### src/sv/cfd_pkg.sv
// ----------------------------------------------------------------------------
// CRC-32 frame deframer package
// Shared types, header layout constants and the byte-wide CRC-32 update.
// ----------------------------------------------------------------------------
package cfd_pkg;

  // Frame parsing phase
  typedef enum logic [2:0] {
    PH_HEADER  = 3'd0,
    PH_PAYLOAD = 3'd1,
    PH_SKIP    = 3'd2
  } phase_t;

  // Frame report status codes
  typedef enum logic [2:0] {
    ST_OK         = 3'd0,
    ST_SHORT      = 3'd1,
    ST_MAGIC      = 3'd2,
    ST_INCOMPLETE = 3'd3,
    ST_MISMATCH   = 3'd4
  } status_t;

  // Header layout: byte offsets of each little-endian field
  localparam logic [4:0] HDR_VER_POS = 5'd4;
  localparam logic [4:0] HDR_CMD_POS = 5'd6;
  localparam logic [4:0] HDR_SEQ_POS = 5'd8;
  localparam logic [4:0] HDR_LEN_POS = 5'd12;
  localparam logic [4:0] HDR_CHK_POS = 5'd16;
  localparam logic [4:0] HDR_BYTES   = 5'd20;

  // CRC-32 constants (reflected form)
  localparam logic [31:0] CRC_ALL_ONES = 32'hFFFF_FFFF;
  localparam logic [31:0] CRC_POLY     = 32'hEDB8_8320;

  // Advance a reflected CRC-32 by one byte, LSB first
  function automatic logic [31:0] crc32_byte(input logic [31:0] crc,
                                             input logic [7:0]  data);
    logic [31:0] c;
    c = crc ^ {24'd0, data};
    for (int i = 0; i < 8; i++) begin
      c = c[0] ? ((c >> 1) ^ CRC_POLY) : (c >> 1);
    end
    return c;
  endfunction

endpackage

### src/sv/cfd_stream_if.sv
// ----------------------------------------------------------------------------
// CRC-32 frame deframer channel interfaces
// Valid/ready byte input channel and result channel.
// ----------------------------------------------------------------------------
interface cfd_in_if;
  logic       valid;
  logic       ready;
  logic [7:0] rx_byte;
  logic       end_of_buffer;

  modport source (output valid, output rx_byte, output end_of_buffer, input ready);
  modport sink   (input valid, input rx_byte, input end_of_buffer, output ready);
endinterface

interface cfd_out_if;
  logic        valid;
  logic        ready;
  logic        is_report;
  logic [7:0]  payload_byte;
  logic [2:0]  status;
  logic [15:0] version;
  logic [15:0] command;
  logic [31:0] sequence_res;
  logic [31:0] payload_length;
  logic [31:0] received_checksum;
  logic        last;

  modport source (output valid, output is_report, output payload_byte, output status,
                  output version, output command, output sequence_res,
                  output payload_length, output received_checksum, output last,
                  input ready);
  modport sink   (input valid, input is_report, input payload_byte, input status,
                  input version, input command, input sequence_res,
                  input payload_length, input received_checksum, input last,
                  output ready);
endinterface

### src/sv/crc32_frame_deframer.sv
// ----------------------------------------------------------------------------
// CRC-32 frame deframer
// Parses length-prefixed frames with a 20-byte header and CRC-32 payload check.
// ----------------------------------------------------------------------------
// The block takes one received byte per cycle while in_ch.ready is high.
// Header bytes are gathered into the frame registers, payload bytes are passed
// on as results while the CRC-32 is updated, and a report closes each frame. A
// byte whose transaction yields one result or none leaves the input ready for
// the next byte whenever the output register is empty or being taken. The
// final payload byte, and a payload byte that ends the buffer early, yield a
// byte result and a report; the report waits in a pending slot behind the
// output register, which holds off the input until the report moves forward.
// Each result shows the header fields as gathered up to and including its byte.
module crc32_frame_deframer (
  input  logic               clk,
  input  logic               rst_n,
  cfd_in_if.sink             in_ch,
  cfd_out_if.source          out_ch,
  input  logic               cfg_wr_en,
  input  logic [31:0]        cfg_wr_data
);

  // Configuration register
  logic [31:0] cfg_magic_r;

  // Frame state
  cfd_pkg::phase_t phase_r, phase_nxt;
  logic [4:0]      hdr_idx_r, hdr_idx_nxt;
  logic [31:0]     magic_r, magic_nxt;
  logic [15:0]     ver_r, ver_nxt;
  logic [15:0]     cmd_r, cmd_nxt;
  logic [31:0]     seq_r, seq_nxt;
  logic [31:0]     len_r, len_nxt;
  logic [31:0]     chk_r, chk_nxt;
  logic [31:0]     crc_r, crc_nxt;
  logic [31:0]     cnt_r, cnt_nxt;

  // Results of the current transaction
  logic             emit1, emit2;
  logic             rep1, last1;
  logic [7:0]       byte1;
  cfd_pkg::status_t stat1, stat2;

  // Output register and pending report slot
  logic             ov_r;
  logic             pend_r;
  cfd_pkg::status_t pend_stat_r;
  logic             o_rep_r;
  logic [7:0]       o_byte_r;
  cfd_pkg::status_t o_stat_r;
  logic             o_last_r;
  logic [15:0]      o_ver_r, o_cmd_r;
  logic [31:0]      o_seq_r, o_len_r, o_chk_r;

  logic in_fire, out_fire;
  logic [7:0] b;
  logic eob;

  assign b        = in_ch.rx_byte;
  assign eob      = in_ch.end_of_buffer;
  assign in_ch.ready = !pend_r && (!ov_r || out_ch.ready);
  assign in_fire  = in_ch.valid && in_ch.ready;
  assign out_fire = ov_r && out_ch.ready;

  // Capture expected magic
  always_ff @(posedge clk) begin
    if (!rst_n) begin
      cfg_magic_r <= '0;
    end else if (cfg_wr_en) begin
      cfg_magic_r <= cfg_wr_data;
    end
  end

  // Next frame state and results for the byte on the input
  always_comb begin
    phase_nxt   = phase_r;
    hdr_idx_nxt = hdr_idx_r;
    magic_nxt   = magic_r;
    ver_nxt     = ver_r;
    cmd_nxt     = cmd_r;
    seq_nxt     = seq_r;
    len_nxt     = len_r;
    chk_nxt     = chk_r;
    crc_nxt     = crc_r;
    cnt_nxt     = cnt_r;
    emit1       = 1'b0;
    emit2       = 1'b0;
    rep1        = 1'b0;
    last1       = 1'b0;
    byte1       = '0;
    stat1       = cfd_pkg::ST_OK;
    stat2       = cfd_pkg::ST_OK;

    unique case (phase_r)
      cfd_pkg::PH_HEADER: begin
        // Load the header byte into its lane
        if (hdr_idx_r < cfd_pkg::HDR_BYTES) begin
          if (hdr_idx_r < cfd_pkg::HDR_VER_POS) begin
            magic_nxt[{hdr_idx_r[1:0], 3'b000} +: 8] = b;
          end else if (hdr_idx_r < cfd_pkg::HDR_CMD_POS) begin
            ver_nxt[{hdr_idx_r[0], 3'b000} +: 8] = b;
          end else if (hdr_idx_r < cfd_pkg::HDR_SEQ_POS) begin
            cmd_nxt[{hdr_idx_r[0], 3'b000} +: 8] = b;
          end else if (hdr_idx_r < cfd_pkg::HDR_LEN_POS) begin
            seq_nxt[{hdr_idx_r[1:0], 3'b000} +: 8] = b;
          end else if (hdr_idx_r < cfd_pkg::HDR_CHK_POS) begin
            len_nxt[{hdr_idx_r[1:0], 3'b000} +: 8] = b;
          end else begin
            chk_nxt[{hdr_idx_r[1:0], 3'b000} +: 8] = b;
          end
          hdr_idx_nxt = hdr_idx_r + 5'd1;
        end
        // Check the completed header
        if (hdr_idx_nxt >= cfd_pkg::HDR_BYTES) begin
          if (magic_nxt != cfg_magic_r) begin
            emit1 = 1'b1; rep1 = 1'b1; last1 = 1'b1;
            stat1 = cfd_pkg::ST_MAGIC;
            phase_nxt = cfd_pkg::PH_SKIP;
          end else if (len_nxt == '0) begin
            emit1 = 1'b1; rep1 = 1'b1; last1 = 1'b1;
            stat1 = ((crc_r ^ cfd_pkg::CRC_ALL_ONES) == chk_nxt) ?
                    cfd_pkg::ST_OK : cfd_pkg::ST_MISMATCH;
            phase_nxt = cfd_pkg::PH_SKIP;
          end else if (eob) begin
            emit1 = 1'b1; rep1 = 1'b1; last1 = 1'b1;
            stat1 = cfd_pkg::ST_INCOMPLETE;
          end else begin
            phase_nxt = cfd_pkg::PH_PAYLOAD;
          end
        end else if (eob) begin
          emit1 = 1'b1; rep1 = 1'b1; last1 = 1'b1;
          stat1 = cfd_pkg::ST_SHORT;
        end
      end
      cfd_pkg::PH_PAYLOAD: begin
        // Pass the byte on and advance the CRC
        crc_nxt = cfd_pkg::crc32_byte(crc_r, b);
        cnt_nxt = cnt_r + 32'd1;
        emit1   = 1'b1;
        byte1   = b;
        if (cnt_nxt == len_r) begin
          emit2 = 1'b1;
          stat2 = ((crc_nxt ^ cfd_pkg::CRC_ALL_ONES) == chk_r) ?
                  cfd_pkg::ST_OK : cfd_pkg::ST_MISMATCH;
          phase_nxt = cfd_pkg::PH_SKIP;
        end else if (eob) begin
          emit2 = 1'b1;
          stat2 = cfd_pkg::ST_INCOMPLETE;
        end else begin
          last1 = 1'b1;
        end
      end
      default: begin
        // Skip trailing bytes
      end
    endcase
  end

  // Advance frame state; clear it after a byte that ends the buffer
  always_ff @(posedge clk) begin
    if (!rst_n) begin
      phase_r   <= cfd_pkg::PH_HEADER;
      hdr_idx_r <= '0;
      magic_r   <= '0;
      ver_r     <= '0;
      cmd_r     <= '0;
      seq_r     <= '0;
      len_r     <= '0;
      chk_r     <= '0;
      crc_r     <= cfd_pkg::CRC_ALL_ONES;
      cnt_r     <= '0;
    end else if (in_fire) begin
      if (eob) begin
        phase_r   <= cfd_pkg::PH_HEADER;
        hdr_idx_r <= '0;
        magic_r   <= '0;
        ver_r     <= '0;
        cmd_r     <= '0;
        seq_r     <= '0;
        len_r     <= '0;
        chk_r     <= '0;
        crc_r     <= cfd_pkg::CRC_ALL_ONES;
        cnt_r     <= '0;
      end else begin
        phase_r   <= phase_nxt;
        hdr_idx_r <= hdr_idx_nxt;
        magic_r   <= magic_nxt;
        ver_r     <= ver_nxt;
        cmd_r     <= cmd_nxt;
        seq_r     <= seq_nxt;
        len_r     <= len_nxt;
        chk_r     <= chk_nxt;
        crc_r     <= crc_nxt;
        cnt_r     <= cnt_nxt;
      end
    end
  end

  // Output valid and pending report control
  always_ff @(posedge clk) begin
    if (!rst_n) begin
      ov_r   <= 1'b0;
      pend_r <= 1'b0;
    end else if (in_fire && emit1) begin
      ov_r   <= 1'b1;
      pend_r <= emit2;
    end else if (out_fire) begin
      if (pend_r) begin
        pend_r <= 1'b0;
      end else begin
        ov_r <= 1'b0;
      end
    end
  end

  // Output payload: load a new result, or move the pending report forward
  always_ff @(posedge clk) begin
    if (in_fire && emit1) begin
      o_rep_r     <= rep1;
      o_byte_r    <= byte1;
      o_stat_r    <= stat1;
      o_last_r    <= last1;
      o_ver_r     <= ver_nxt;
      o_cmd_r     <= cmd_nxt;
      o_seq_r     <= seq_nxt;
      o_len_r     <= len_nxt;
      o_chk_r     <= chk_nxt;
      pend_stat_r <= stat2;
    end else if (out_fire && pend_r) begin
      o_rep_r  <= 1'b1;
      o_byte_r <= '0;
      o_stat_r <= pend_stat_r;
      o_last_r <= 1'b1;
    end
  end

  // Drive the result channel
  assign out_ch.valid             = ov_r;
  assign out_ch.is_report         = o_rep_r;
  assign out_ch.payload_byte      = o_byte_r;
  assign out_ch.status            = o_stat_r;
  assign out_ch.version           = o_ver_r;
  assign out_ch.command           = o_cmd_r;
  assign out_ch.sequence_res      = o_seq_r;
  assign out_ch.payload_length    = o_len_r;
  assign out_ch.received_checksum = o_chk_r;
  assign out_ch.last              = o_last_r;

  // A pending report always sits behind a held result
  a_pend_has_out: assert property (@(posedge clk) disable iff (!rst_n)
    pend_r |-> ov_r)
    else $error("pending report without a result in the output register");

  // The pending report blocks new input
  a_pend_blocks_in: assert property (@(posedge clk) disable iff (!rst_n)
    pend_r |-> !in_ch.ready)
    else $error("input accepted while a report is pending");

  // Taking a byte result with a pending report presents that report next
  a_pend_follows: assert property (@(posedge clk) disable iff (!rst_n)
    (out_fire && pend_r) |=> (ov_r && o_rep_r && o_last_r))
    else $error("pending report not presented after its byte result");

  // A buffer end returns the parser to an empty header
  a_eob_clears: assert property (@(posedge clk) disable iff (!rst_n)
    (in_fire && eob) |=> (phase_r == cfd_pkg::PH_HEADER && hdr_idx_r == 5'd0
                           && crc_r == cfd_pkg::CRC_ALL_ONES))
    else $error("frame state not cleared at buffer end");

  // A payload byte result carries no status; its last flag is set only when no report is pending
  a_byte_status: assert property (@(posedge clk) disable iff (!rst_n)
    (ov_r && !o_rep_r) |-> (o_stat_r == cfd_pkg::ST_OK && !pend_r == o_last_r))
    else $error("payload byte result with bad status or last flag");

endmodule
### src/flat_wrapper.sv
// flat-port wrapper written by rule: the top's interface ports become plain ports
module crc32_frame_deframer_flat 
  (clk, rst_n, cfg_wr_en, cfg_wr_data, in_ch_valid, in_ch_rx_byte, in_ch_end_of_buffer, in_ch_ready, out_ch_valid, out_ch_is_report, out_ch_payload_byte, out_ch_status, out_ch_version, out_ch_command, out_ch_sequence_res, out_ch_payload_length, out_ch_received_checksum, out_ch_last, out_ch_ready);
  cfd_in_if in_ch_i ();
  cfd_out_if out_ch_i ();
  input  logic clk;
  input  logic rst_n;
  input  logic cfg_wr_en;
  input  logic [31:0] cfg_wr_data;
  input wire logic [$bits(in_ch_i.valid)-1:0] in_ch_valid;
  input wire logic [$bits(in_ch_i.rx_byte)-1:0] in_ch_rx_byte;
  input wire logic [$bits(in_ch_i.end_of_buffer)-1:0] in_ch_end_of_buffer;
  output wire logic [$bits(in_ch_i.ready)-1:0] in_ch_ready;
  output wire logic [$bits(out_ch_i.valid)-1:0] out_ch_valid;
  output wire logic [$bits(out_ch_i.is_report)-1:0] out_ch_is_report;
  output wire logic [$bits(out_ch_i.payload_byte)-1:0] out_ch_payload_byte;
  output wire logic [$bits(out_ch_i.status)-1:0] out_ch_status;
  output wire logic [$bits(out_ch_i.version)-1:0] out_ch_version;
  output wire logic [$bits(out_ch_i.command)-1:0] out_ch_command;
  output wire logic [$bits(out_ch_i.sequence_res)-1:0] out_ch_sequence_res;
  output wire logic [$bits(out_ch_i.payload_length)-1:0] out_ch_payload_length;
  output wire logic [$bits(out_ch_i.received_checksum)-1:0] out_ch_received_checksum;
  output wire logic [$bits(out_ch_i.last)-1:0] out_ch_last;
  input wire logic [$bits(out_ch_i.ready)-1:0] out_ch_ready;
  assign in_ch_i.valid = in_ch_valid;
  assign in_ch_i.rx_byte = in_ch_rx_byte;
  assign in_ch_i.end_of_buffer = in_ch_end_of_buffer;
  assign in_ch_ready = in_ch_i.ready;
  assign out_ch_valid = out_ch_i.valid;
  assign out_ch_is_report = out_ch_i.is_report;
  assign out_ch_payload_byte = out_ch_i.payload_byte;
  assign out_ch_status = out_ch_i.status;
  assign out_ch_version = out_ch_i.version;
  assign out_ch_command = out_ch_i.command;
  assign out_ch_sequence_res = out_ch_i.sequence_res;
  assign out_ch_payload_length = out_ch_i.payload_length;
  assign out_ch_received_checksum = out_ch_i.received_checksum;
  assign out_ch_last = out_ch_i.last;
  assign out_ch_i.ready = out_ch_ready;
  crc32_frame_deframer u_core (.clk(clk), .rst_n(rst_n), .in_ch(in_ch_i), .out_ch(out_ch_i), .cfg_wr_en(cfg_wr_en), .cfg_wr_data(cfg_wr_data));
endmodule
### config.mk
export PLATFORM = sky130hd
export DESIGN_NAME = crc32_frame_deframer_flat
export DESIGN_NICKNAME = d
export VERILOG_FILES = /design/src/sv/cfd_pkg.sv /design/src/sv/cfd_stream_if.sv /design/src/sv/crc32_frame_deframer.sv /design/src/flat_wrapper.sv
export SDC_FILE = /design/constraint.sdc
export NUM_CORES = 1
export LEC_CHECK = 0
export BUFFER_PORTS_ARGS = -buffer_cell sky130_fd_sc_hd__buf_2
export CAP_MARGIN = 20
export CORE_MARGIN = 3
export CORE_UTILIZATION = 60
export CTS_BUF_LIST = sky130_fd_sc_hd__clkbuf_16
export DETAILED_ROUTE_END_ITERATION = 8
export GPL_TIMING_DRIVEN = 0
export HOLD_SLACK_MARGIN = 0.05
export PLACE_DENSITY_LB_ADDON = 0.3
export SYNTH_ARGS = -nofsm -noshare
export SYNTH_HDL_FRONTEND = slang
export SYNTH_SLANG_ARGS = --single-unit
### constraint.sdc
create_clock -name clk -period 9.5 [get_ports clk]
set_input_delay 2.85 -clock clk [delete_from_list [all_inputs] [get_ports clk]]
set_output_delay 2.85 -clock clk [all_outputs]
set_load 0.02 [all_outputs]
* Word-level counts from Yosys, hierarchy flattened
Index checks and enable logic that the tools add are counted.
Word-level totals: flip-flop bits (word level) 410, latch bits 0, bits in writable memories 0, memory bits (read-only) 0, input port bits 46, output and inout port bits 143, word-level logic and storage cells 178, memories kept 0
Operators by class: add/sub/neg operators 4, $mul 0, divide/modulo/power cells 0, $lt $le $gt $ge 7, equal/unequal tests 8, shift operators 4, mux-type cells 102, bitwise operators 11, reduce and logical (&&, ||, !) cells 19
Operator list (number):
- 32-bit two-way mux | 42
- 16-bit two-way mux | 11
- 32-bit bitwise mux | 4
- 13-bit inverter with 14-bit output | 8
- 32-bit equality test | 3
- 32-bit inverter | 2
- 3-bit two-way mux | 13
- 32-bit by 1-bit adder with 32-bit output, second input constant | 1
- 16-bit bitwise mux | 2
- 32-bit zero test | 1
- 32-bit != test | 1
- 8-bit by 7-bit variable shift with 32-bit output, first input constant | 1
- 8-bit by 7-bit indexed part select with 32-bit output | 1
- 32-bit by 8-bit bitwise XOR with 32-bit output | 1
- 8-bit two-way mux | 3
- 5-bit two-way mux | 4
- 1-bit two-way mux | 18
- 8-bit by 6-bit variable shift with 16-bit output, first input constant | 1
- 8-bit by 6-bit indexed part select with 16-bit output | 1
- 5-bit by 3-bit < comparator with 1-bit output, second input constant | 2
- 5-bit by 4-bit < comparator with 1-bit output, second input constant | 2
- 5-bit < comparator, second input constant | 2
- 2-bit nonzero test | 4
- 5-bit negator with 7-bit output | 1
- other kinds (16) | 26

* Longest topological paths before layout
word-level depth 21, mapped depth 14, gate-level depth less buffers 11

* Worst setup path before layout
No wires, ideal clock.
path kind in2reg, start input port out_ch_ready, end register u_core.o_rep_r, in the netlist u_core.out_ch.is_report, enable pin, library setup time 334 ps, arrival 7376 ps, data required time 9166 ps, path slack 1790 ps, stages on the path 5, path buffers 0, path through inv_1 a21oi_1 nand2_1 o32ai_4 a31o_2
On the way: word-level cells in the longest chain between the ends 5, elaborated cells between the ends (all ways) 7, those cells by class reduce/logical (7)
Ends and longest elaborated chain:
- start, declared | line flat_wrapper.sv:24 | input wire logic [$bits(out_ch_i.ready)-1:0] out_ch_ready;
- 1-bit logical OR | line crc32_frame_deframer.sv:61 | assign in_ch.ready = !pend_r && (!ov_r || out_ch.ready);
- 1-bit logical AND | line crc32_frame_deframer.sv:61
- net in_ch_ready | line flat_wrapper.sv:13 | output wire logic [$bits(in_ch_i.ready)-1:0] in_ch_ready;
- 1-bit logical AND | line crc32_frame_deframer.sv:62 | assign in_fire = in_ch.valid && in_ch.ready;
- 1-bit logical AND | line crc32_frame_deframer.sv:218 | if (in_fire && emit1) begin
- 2-bit nonzero test (no line)
- end signal, assigned | line crc32_frame_deframer.sv:219 | o_rep_r <= rep1;
- end, declared | line crc32_frame_deframer.sv:48 | logic o_rep_r;
The timed path passes the listed nets, and every way through them passes these cells. A chain may end at the register's enable or synchronous reset.

* Worst setup path after layout
start input port in_ch_rx_byte[1], end register u_core.o_stat_r[2], in the netlist u_core.out_ch.status[2], data pin
On the way: word-level cells in the longest chain between the ends 16, elaborated cells between the ends (all ways) 35, those cells by class eq/ne (2); shift (1); mux (30); reduce/logical (2)
Ends and longest elaborated chain:
- start, declared | line flat_wrapper.sv:11 | input wire logic [$bits(in_ch_i.rx_byte)-1:0] in_ch_rx_byte;
- 8-bit by 7-bit indexed part select with 32-bit output (*) | line crc32_frame_deframer.sv:99, crc32_frame_deframer.sv:107, crc32_frame_deframer.sv:109
- 32-bit bitwise mux, on equally long branches | line crc32_frame_deframer.sv:109, crc32_frame_deframer.sv:107
- 32-bit two-way mux | line crc32_frame_deframer.sv:106 | end else if (hdr_idx_r < cfd_pkg::HDR_CHK_POS) begin
- 32-bit two-way mux | line crc32_frame_deframer.sv:104 | end else if (hdr_idx_r < cfd_pkg::HDR_LEN_POS) begin
- 32-bit two-way mux | line crc32_frame_deframer.sv:102 | end else if (hdr_idx_r < cfd_pkg::HDR_SEQ_POS) begin
- 32-bit two-way mux | line crc32_frame_deframer.sv:100 | end else if (hdr_idx_r < cfd_pkg::HDR_CMD_POS) begin
- 32-bit two-way mux | line crc32_frame_deframer.sv:98 | if (hdr_idx_r < cfd_pkg::HDR_VER_POS) begin
- 32-bit two-way mux | line crc32_frame_deframer.sv:97 | if (hdr_idx_r < cfd_pkg::HDR_BYTES) begin
- 32-bit two-way mux | line crc32_frame_deframer.sv:94 | unique case (phase_r)
- 32-bit equality test / 32-bit zero test (equally long branches) | line crc32_frame_deframer.sv:121, crc32_frame_deframer.sv:119
- 3-bit two-way mux / 1-bit two-way mux (equally long branches) | line crc32_frame_deframer.sv:121, crc32_frame_deframer.sv:119
- 3-bit two-way mux / 1-bit two-way mux (equally long branches) | line crc32_frame_deframer.sv:119, crc32_frame_deframer.sv:115
- 3-bit two-way mux / 1-bit two-way mux (equally long branches) | line crc32_frame_deframer.sv:115, crc32_frame_deframer.sv:114
- 3-bit two-way mux / 1-bit case mux with 2 select lines (equally long branches) | line crc32_frame_deframer.sv:114, crc32_frame_deframer.sv:94
- 3-bit two-way mux / 1-bit logical AND (equally long branches) | line crc32_frame_deframer.sv:94, crc32_frame_deframer.sv:218
- 3-bit two-way mux (*) | line crc32_frame_deframer.sv:218
- end signal, assigned | line crc32_frame_deframer.sv:221 | o_stat_r <= stat1;
- end signal, assigned | line crc32_frame_deframer.sv:232 | o_stat_r <= pend_stat_r;
- end, declared | line crc32_frame_deframer.sv:50 | cfd_pkg::status_t o_stat_r;
Every way passes the cells marked *; elsewhere a longest branch is shown, timed or not. The select of a mux whose other input is x is not followed.

==> impl_metrics.env <==
export IMPL_worstReg2RegEnd="u_core.out_ch.status[2]"
export IMPL_coreArea_mm2=0.0338
export IMPL_synth_cell_types=84
export IMPL_ys_top_cells_by_area="dfxtp_1 26%, edfxtp_1 21%, nor2b_1 6.4%"
export IMPL_p_clk_share_pct=42.8
export IMPL_clk_latency_ps=590
export IMPL_p_sw_mw=1.05
export IMPL_fmax_mhz=155
export IMPL_cts_buffers=43
export IMPL_path_class="primary input to flip-flop"
export IMPL_synthArstFlopShare_pct=0
export IMPL_yosys_area_top_type_share_pct=25.6
export IMPL_drv_cap=0
export IMPL_ir_worst_vdd_mv=0.149
export IMPL_first_iter_violations=2655
export IMPL_syn_nets=2201
export IMPL_post_cts_setup_buffers=0
export IMPL_hold_path_end="u_core.pend_r"
export IMPL_ys_ff_latch=408
export IMPL_critPathRequiredTime_ps=9810
export IMPL_worst_pin_slew_ps=1210
export IMPL_place_hpwl_um=53900
export IMPL_grt_overflow_total=0
export IMPL_nets=2435
export IMPL_hp_class="flip-flop to flip-flop"
export IMPL_power_density_mw_per_mm2=169
export IMPL_min_from="u_core.pend_r"
export IMPL_die_h_um=192
export IMPL_r2r_start="u_core.hdr_idx_r[0]"
export IMPL_grt_pass1_wl_um=107000
export IMPL_hold_path_depth=2
export IMPL_synthCells=2148
export IMPL_wire_per_inst_um=25.4
export IMPL_slew_headroom_pct=18.5
export IMPL_crit_path_end_kind="flip-flop"
export IMPL_ys_flop_type="dfxtp_1"
export IMPL_grt_pass1_vias=17400
export IMPL_drc=0
export IMPL_root_buffer="clkbuf_16"
export IMPL_synth_edf_count=143
export IMPL_combPwrFrac_pct=10.9
export IMPL_rows=67
export IMPL_top_layer="met5"
export IMPL_wl_met1_um=29000
export IMPL_syn_cell_area_mm2=0.0207
export IMPL_globalRouteTotalUtil_pct=38.7
export IMPL_finalHoldViolCount=0
export IMPL_synth_most_common_cell="dfxtp_1"
export IMPL_gp_congestion=1.02
export IMPL_die_x_um=192
export IMPL_setup_tns_ps=0
export IMPL_syn_avg_cell_area_um2=9.65
export IMPL_clockBufferDepth=3
export IMPL_via_per_inst=6.50
export IMPL_wl_met3_um=8570
export IMPL_htree_levels=2
export IMPL_io_pins=189
export IMPL_drive_gt1_share_pct=14.4
export IMPL_antenna_found_initial=3
export IMPL_cts_tree="built"
export IMPL_synthTopCellsByCount="265 x dfxtp_1, 216 x nand2_1, 211 x nor2b_1"
export IMPL_area_growth_pct=14.8
export IMPL_dr_wl_met2_um=31600
export IMPL_reg2reg_setup_slack_ps=3910
export IMPL_report_final_slew_viol_count=0
export IMPL_fin_skew_ps=19.5
export IMPL_ctsHoldBuffers=0
export IMPL_leakagePower_nw=8.32
export IMPL_rsz0062_at_grt="false"
export IMPL_clock_sinks=408
export IMPL_clk_pin_slew_worst_paths_ps=60
export IMPL_io_buffers=182
export IMPL_fin_crit_ps=6460
export IMPL_p_int_mw=2.97
export IMPL_seq_power_share_pct=46.2
export IMPL_die_area_mm2=0.0368
export IMPL_status="finished clean"
export IMPL_power_total_mw=4.02
export IMPL_critical_path_max_fanout=10
export IMPL_ant_nets=0
export IMPL_firstDrtPassIters=6
export IMPL_yosysWarnings=0
export IMPL_cts_resized=0
export IMPL_ys_seq_area_share_pct=46.3
export IMPL_post_route_period_util_pct=68.1
export IMPL_vias=18700
export IMPL_critPathLaunchType="primary input"
export IMPL_grt_start_max_net_pins=25
export IMPL_yosysTopAreaCell="dfxtp_1"
export IMPL_arrival_ps=6780
export IMPL_rr_worst_depth=14
export IMPL_drt_wl_total_um=73000
export IMPL_setup_viol=0
export IMPL_swShare_pct=26.1
export IMPL_initial_core_util_pct=61.3
## worst max-delay path, cell delays in order
cell	delay (ps)
clkbuf_1	500
clkbuf_1	850
nand2_1	530
nor2_1	250
a21oi_1	110
xnor2_1	260
nand4_1	110
nor4_1	670
a2111oi_0	230
mux2_1	410
## how the worst max path moves through the flow
stage / start / endpoint / slack [ps] / cells past startpoint
6_report: in_ch_rx_byte[1] / u_core.out_ch.status[2] / 3040 / 10
5_1_grt: out_ch_ready / in_ch_ready / 3140 / 4
4_1_cts: in_ch_rx_byte[3] / u_core.out_ch.status[2] / 3080 / 11
2_1_floorplan: out_ch_ready / u_core.out_ch.is_report / 1790 / 5
3_3_place_gp: in_ch_rx_byte[3] / u_core.out_ch.payload_byte[1] / 390 / 10
3_5_place_dp: in_ch_rx_byte[3] / u_core.out_ch.status[2] / 2470 / 11
## cells in the final DEF, fill, tap and decap left out, types with 11 or more instances in the layout
| master | Yosys | final |
|---|---|---|
| a21oi_1 | 57 | 57 |
| a22oi_1 | 158 | 158 |
| and2_1 | 23 | 23 |
| and3_1 | 28 | 28 |
| buf_1 | 11 | 11 |
| buf_2 | 11 | 193 |
| clkbuf_1 | 129 | 129 |
| clkbuf_16 | 0 | 43 |
| dfxtp_1 | 265 | 265 |
| edfxtp_1 | 143 | 143 |
| inv_1 | 23 | 33 |
| mux2_2 | 44 | 44 |
| mux2i_1 | 68 | 68 |
| nand2_1 | 216 | 216 |
| nand3_1 | 52 | 52 |
| nand4_1 | 27 | 27 |
| nor2_1 | 69 | 69 |
| nor2b_1 | 211 | 211 |
| nor3_1 | 40 | 40 |
| nor4_1 | 18 | 18 |
| o21ai_0 | 137 | 137 |
| o22ai_1 | 34 | 34 |
| xnor2_1 | 130 | 130 |
| xor2_1 | 58 | 58 |
## logic make-up (layout without fill, tap and decap cells)
| group | after synthesis | in the layout | share of synthesized area [%] |
|---|---|---|---|
| simple gates | 760 | 760 | 20.0 |
| compound gates | 488 | 488 | 15.6 |
| flops | 408 | 408 | 46.3 |
| xor+xnor | 195 | 195 | 8.55 |
| buf+inv | 177 | 446 | 3.38 |
| mux | 113 | 113 | 5.73 |
| fa+ha+maj | 7 | 7 | 0.423 |
| other cells | 0 | 4 | 0 |
## through the flow
| step | instance area, um2 | hold WS, ps | worst slack, ps | util [%] | cells |
|---|---|---|---|---|---|
| after detailed placement | 22300 | 500 | 2470 | 66.1 | 2784 |
| after global placement | 22200 | 473 | 388 | 65.7 | 2778 |
| after CTS | 23800 | 507 | 3080 | 70.3 | 2864 |
| after floorplan | 20700 | 461 | 1790 | - | 2148 |
| final | 23800 | 511 | 3040 | 70.4 | 2869 |
| after global routing | 23800 | 530 | 3140 | 70.4 | 2867 |
## per-layer routing
layer  vias up  track usage, %
li1       8220               -
met1      8918            52.9
met2      1257            58.5
met3       254            9.07
met4         2            17.1
met5         -           0.687
## area by class of cell
class / instances / area, um2
Multi-Input combinational cell: 1563 / 10400
Fill cell: 2565 / 9990
Sequential cell: 408 / 9600
Clock buffer: 43 / 1080
Timing Repair Buffer: 189 / 1070
Buffer: 154 / 614
Tap cell: 448 / 561
Clock inverter: 37 / 353
Inverter: 23 / 86.3
Antenna cell: 4 / 10.0
## power groups by stage
stage / Sequential, mW / Clock (mW) / Combinational, mW
after floorplan: 1.92 / 0 / 0.242
after global placement: 1.90 / 0 / 0.410
after detailed placement: 1.90 / 0 / 0.423
after CTS: 1.86 / 1.73 / 0.427
after global routing: 1.86 / 1.80 / 0.460
final: 1.86 / 1.72 / 0.440
## sequential cells by signal, summed over array words and instances, names as in the netlist, 3 cells and up
register	cells
u_core.cfg_magic_r	32
u_core.chk_r	32
u_core.cnt_r	32
u_core.crc_r	32
u_core.len_r	32
u_core.magic_r	32
u_core.out_ch.payload_length	32
u_core.out_ch.received_checksum	32
u_core.out_ch.sequence_res	32
u_core.seq_r	32
u_core.cmd_r	16
u_core.out_ch.command	16
u_core.out_ch.version	16
u_core.ver_r	16
u_core.out_ch.payload_byte	8
u_core.hdr_idx_r	5
u_core.out_ch.status	3
Power figures use the tool's default switching activity.
